[config.mk]
export PLATFORM = sky130hd
export DESIGN_NAME = cwtc_lookup
export DESIGN_NICKNAME = d
export VERILOG_FILES = /design/src/hdl/cwtc_pkg.sv /design/src/hdl/cwtc_lookup.sv
export SDC_FILE = /design/constraint.sdc
export NUM_CORES = 1
export LEC_CHECK = 0
export BUFFER_PORTS_ARGS = -buffer_cell sky130_fd_sc_hd__buf_2
export CORE_ASPECT_RATIO = 0.6
export CORE_UTILIZATION = 38
export DETAILED_ROUTE_END_ITERATION = 10
export PLACE_DENSITY_LB_ADDON = 0.05
export RECOVER_POWER = 25
export SETUP_SLACK_MARGIN = 0.3
export SLEW_MARGIN = 20
export SYNTH_ARGS = -nofsm -noshare
export SYNTH_HDL_FRONTEND = slang
export SYNTH_SLANG_ARGS = --single-unit
export TNS_END_PERCENT = 50
[constraint.sdc]
create_clock -name vclk -period 5
set_clock_uncertainty 0.2 [all_clocks]
set_input_delay 0.25 -clock vclk [all_inputs]
set_output_delay 0.25 -clock vclk [all_outputs]
set_load 0.005 [all_outputs]
[src/hdl/cwtc_pkg.sv]
`timescale 1ns / 1ps

package cwtc_pkg;

  // Fixed field widths of the access and result words.
  localparam int ADDR_W   = 32;
  localparam int SET_F_W  = 8;
  localparam int OFF_F_W  = 6;
  localparam int VICT_F_W = 26;

  // Packed widths of the stream data buses, rounded up to whole bytes.
  localparam int IN_DATA_W  = 32;
  localparam int OUT_BITS   = 1 + 1 + SET_F_W + OFF_F_W + 1 + VICT_F_W;
  localparam int OUT_DATA_W = ((OUT_BITS + 7) / 8) * 8;

  // Organisation of the cache.
  localparam int WAYS                = 2;
  localparam int DEFAULT_SETS        = 256;
  localparam int DEFAULT_BLOCK_BYTES = 64;

  // Access kind carried in tuser.
  typedef enum logic {
    OP_READ  = 1'b0,
    OP_WRITE = 1'b1
  } cwtc_op_t;

  // Outcome of one tag lookup.
  typedef struct packed {
    logic hit;
    logic way;
    logic evict;
    logic writeback;
  } cwtc_status_t;

endpackage

[src/hdl/cwtc_lookup.sv]
`timescale 1ns / 1ps

module cwtc_lookup
  import cwtc_pkg::*;
#(
  parameter int TAG_W = 18
) (
  input  logic [TAG_W-1:0]            tag,
  input  cwtc_op_t                    op,
  input  logic [WAYS-1:0][TAG_W-1:0]  way_tags,
  input  logic [WAYS-1:0]             way_valid,
  input  logic [WAYS-1:0]             way_dirty,
  input  logic                        lru,
  output cwtc_status_t                status,
  output logic [TAG_W-1:0]            victim_tag,
  output logic [WAYS-1:0][TAG_W-1:0]  new_tags,
  output logic [WAYS-1:0]             new_valid,
  output logic [WAYS-1:0]             new_dirty,
  output logic                        new_lru
);

  logic [WAYS-1:0] match;
  logic            hit;
  logic            use_way;
  logic            evict;
  logic            wr;

  // Compare both ways of the set at once.
  always_comb begin
    for (int w = 0; w < WAYS; w++) begin
      match[w] = way_valid[w] && (way_tags[w] == tag);
    end
  end

  assign hit = |match;
  assign wr  = (op == OP_WRITE);

  // A hit takes the matching way, a miss the lowest invalid way, else the LRU way.
  always_comb begin
    priority if (match[0]) begin
      use_way = 1'b0;
    end else if (match[1]) begin
      use_way = 1'b1;
    end else if (!way_valid[0]) begin
      use_way = 1'b0;
    end else if (!way_valid[1]) begin
      use_way = 1'b1;
    end else begin
      use_way = lru;
    end
  end

  assign evict      = !hit && (&way_valid);
  assign victim_tag = way_tags[use_way];

  assign status.hit       = hit;
  assign status.way       = use_way;
  assign status.evict     = evict;
  assign status.writeback = evict && way_dirty[use_way];

  // Updated line state: a miss refills the chosen way, a write marks it dirty.
  always_comb begin
    new_tags  = way_tags;
    new_valid = way_valid;
    new_dirty = way_dirty;
    if (!hit) begin
      new_tags[use_way]  = tag;
      new_valid[use_way] = 1'b1;
      new_dirty[use_way] = wr;
    end else if (wr) begin
      new_dirty[use_way] = 1'b1;
    end
  end

  assign new_lru = ~use_way;

endmodule

# After elaboration in Yosys (flattened, before gate mapping)
# Index checks and enable logic that the tools add are counted.
[classes]
div_mod_pow = 0
mul = 0
addsub = 0
bitwise = 3
shift = 0
n_reduce_logical = 8
n_eq_ne = 2
magnitude_cmp = 2
n_mux = 18
[op_table]
columns = ["cell", "n"]
rows = [
  ["two-way mux 18 bit", 3],
  ["bitwise mux 36 bit", 1],
  ["== test 18 bit", 2],
  ["two-way mux 36 bit", 1],
  ["demux 18 bit (select 1 bit)", 1],
  ["two-way mux 1 bit", 7],
  ["two-way mux 2 bit", 3],
  ["logical AND 1 bit", 5],
  ["bitwise OR 2 bit", 2],
  ["bitwise mux 2 bit", 1],
  ["less-than comparator 1 x 2 -> 1 bit (second input constant)", 1],
  ["AND reduction 2 bit", 1],
  ["OR reduction 2 bit", 1],
  ["demux 1 bit (select 1 bit)", 1],
  [">= comparator 1 bit (second input constant)", 1],
  ["zero test 1 bit", 1],
  ["inverter 1 bit", 1],
]
[word_totals]
latch_bits = 0
register_bits = 0
wordCells = 33
mem_bits_ro = 0
memories = 0
in_bits = 60
mem_bits_rw = 0
output_inout_bits = 63

# Logic depth before layout (Yosys ltp)
[logic_depth]
depth_word = 11
depth_mapped = 8
mapped_depth_nobuf = 6

# Worst setup path before layout
# OpenSTA, ideal clock, no wires.
[synth_path]
path_type = "in2out"
from = "in way_tags[35] in the netlist's numbering"
to = "out new_tags[10] in the netlist's numbering"
required_ps = 4550
path_buffers = 2
path_stages = 8
arrival_time_ps = 1706
setup_slack_ps = 2844
path_cell_list = "xnor2_1 nand4_1 nor4_4 nand2_1 nand3b_2 buf_6 buf_12 mux2_4"
[synth_lines]
columns = ["item", "line_no", "rtl"]
rows = [
  ["from (decl)", "cwtc_lookup.sv:10", "input logic [WAYS-1:0][TAG_W-1:0] way_tags,"],
  ["to (decl)", "cwtc_lookup.sv:16", "output logic [WAYS-1:0][TAG_W-1:0] new_tags,"],
]

# Worst setup path after layout
[layout_path]
from = "in tag[16]"
to = "out victim_tag[6]"
[layout_between]
elab_chain_len = 6
elab_cells_between_ends = 8
classes_between = "eq/ne (2); mux (4); reduce/logical (2)"
[layout_lines]
columns = ["item", "line_no", "rtl"]
rows = [
  ["from (decl)", "cwtc_lookup.sv:8", "input logic [TAG_W-1:0] tag,"],
  ["== test 18 bit", "cwtc_lookup.sv:31", "match[w] = way_valid[w] && (way_tags[w] == tag);"],
  ["logical AND 1 bit", "cwtc_lookup.sv:31", ""],
  ["two-way mux 1 bit", "cwtc_lookup.sv:42", "end else if (match[1]) begin"],
  ["two-way mux 1 bit (*)", "cwtc_lookup.sv:40", "priority if (match[0]) begin"],
  ["two-way mux 18 bit (not written as such) (*) (2 in a row)", "cwtc_lookup.sv:54", "assign victim_tag = way_tags[use_way];"],
  ["to (decl)", "cwtc_lookup.sv:15", "output logic [TAG_W-1:0] victim_tag,"],
]
# Mark *: on every way between the ends. The rest lies on a longest branch, timed or not. The select of a mux whose other input is x is not followed.

==> reports/results.ini <==
[yosys]
yosysWarnings=0
syn_area_um2=1340
netlist_instances=132
seq_area_frac_synth_pct=0
syn_nets=192
synth.distinct_cells=25
avgSynthCellArea_um2=10.1
netlist_top_cells_area=mux2_4 28%, mux2_2 24%, xnor2_1 20%
yosys.area.top_type_share_pct=28.1
yosysTopAreaCell=mux2_4

[layout]
final_cells=292
mostFrequentLayoutCell=buf_2
numSequentialCells=0
multi_input_area_um2=1200
fin_nets=309
clkbuf_count=0
nFillCells=311
diodes=0
layout_common_cells=116 x buf_2, 30 x xnor2_1, 29 x mux2_2
seqCellArea_um2=0
syn_to_final_growth_pct=40.5
drive_above_1_share_pct=69.6

[global_routing]
grt_max_degree=23
grt_usage_pct=17.4
grt_pass1_wl_um=5160
antenna_found_initial=0
grt-ovfl-total=0
grt_pass1_vias=1094

[detailed_routing]
vias=1363
post_drt_via_cell_ratio=4.67
first_pass_iters=4
drt_iter0_markers=32
route.detailed.drc=0
routedWlPerCell_um=12.7
drtAntennaViolNets=0
routed_wl_um=3720

[timing]
tightestPinTransition_ns=1.38
rsz0062_at_grt=false
timing.fmax_mhz=289
relSlewSlack_pct=7.98
period_minus_slack_ns=3.46
setup_tns_ns=0
hold_violations=0
finalMaxSlewViolations=0
fin_crit_sh_pct=69.1
setup_viol=0

[power]
vdd_drop_max_v=0.0000496
leakage_nw=0.952
powerDensity_nw_per_um2=102

[placed_design]
dpl.hpwl_um=2950
placed_cells=292
place.gp.congestion=0.716
port_buffers=123

[run_status]
outcome=completed

[min_path]
min_from=way_dirty[0]
holdCritPathClass=input pin to output port

[clock_tree]
post-cts-setup-buffers=0
cts_resized=0
cts_hold_buffers=0

[setup_path]
critical_path_class=input pin to output port
cp_max_fo=22
critPathTopFamily=simple AND/OR/NAND/NOR gates
slowest_delay_ns=0.82
cp-start-kind=input pin
crit_arrival_ns=3.01
worstPathCellList=clkbuf_1 > xnor2_1 > nand4_1 > nor4_1 > a21oi_1 > nand2b_1 > mux2_4 > buf_2
worstSetupStartpoint=tag[16]
endpoint_kind=output port
required_ns=4.55
path_buf_inv=2
critPathSlowestCell=nand2b_1

[run]
cap_viol_max_count=0

[die]
initial_core_util_pct=40.5
design.die.area_um2=3770
fp.dieH_um=47.9
fp.dieW_um=78.6
rows=16
io_pins=123
core_um2=3300

-- metal layers --
layer | vias up | global-route usage [%] | routed length, µm
met1 | 600 | 26.3 | 2000
met3 | 0 | 1.52 | 226
li1 | 710 | - | -
met2 | 53 | 28.2 | 1500
met4 | 0 | 0.370 | 0
met5 | - | 0 | 0
-- kinds of logic (layout without fill, tap and decap cells) --
kind of cell	count (synthesis)	in the layout	synth area share [%]
AND/OR/NAND/NOR	23	23	12.5
buffers and inverters	12	127	7.68
multiplexers	54	54	52.5
AO/OA/AOI/OAI	7	7	3.65
XOR/XNOR	36	36	23.6
-- per-stage QoR --
step	hold WS, ns	total power [mW]	worst slack (ns)	util [%]	cell area, µm²
2_1_floorplan	0.390	0.112	2.84	-	1340
3_3_place_gp	0.597	0.194	2.18	58.1	1920
3_5_place_dp	0.601	0.192	2.08	58.1	1920
4_1_cts	0.601	0.193	2.07	58.1	1920
5_1_grt	0.615	0.208	1.17	56.9	1880
6_report	0.597	0.191	1.54	56.9	1880
-- cell usage after synthesis (2+ instances only) --
library cell / n
buf_4: 3
buf_6: 4
inv_1: 4
mux2_2: 29
mux2_4: 25
nand2_1: 2
nand3_1: 2
nand4_1: 8
nor2_1: 2
nor3_1: 3
o21ai_0: 2
xnor2_1: 30
xor2_1: 6
-- worst min-delay path, stage by stage --
cell	delay, ns
buf_2	0.09
a22o_1	0.11
buf_2	0.10
-- layout make-up --
| class | count | share of cell area [%] |
|---|---|---|
| Multi-Input combinational cell | 120 | 63.8 |
| Timing Repair Buffer | 123 | 32.4 |
| Tap cell | 45 | 3.00 |
| Inverter | 4 | 0.799 |
-- path summary, 6_finish.rpt --
check / cells after the start / end
setup / recovery: 8 / victim_tag[6]
hold / removal: 3 / new_dirty[0]
-- power by group --
group	internal (mW)	total [mW]	switching (mW)
Combinational	0.111	0.191	0.0804
Sequential	0	0	0
Clock	0	0	0
Total	0.111	0.191	0.0804
(Power assumes the default switching activity.)
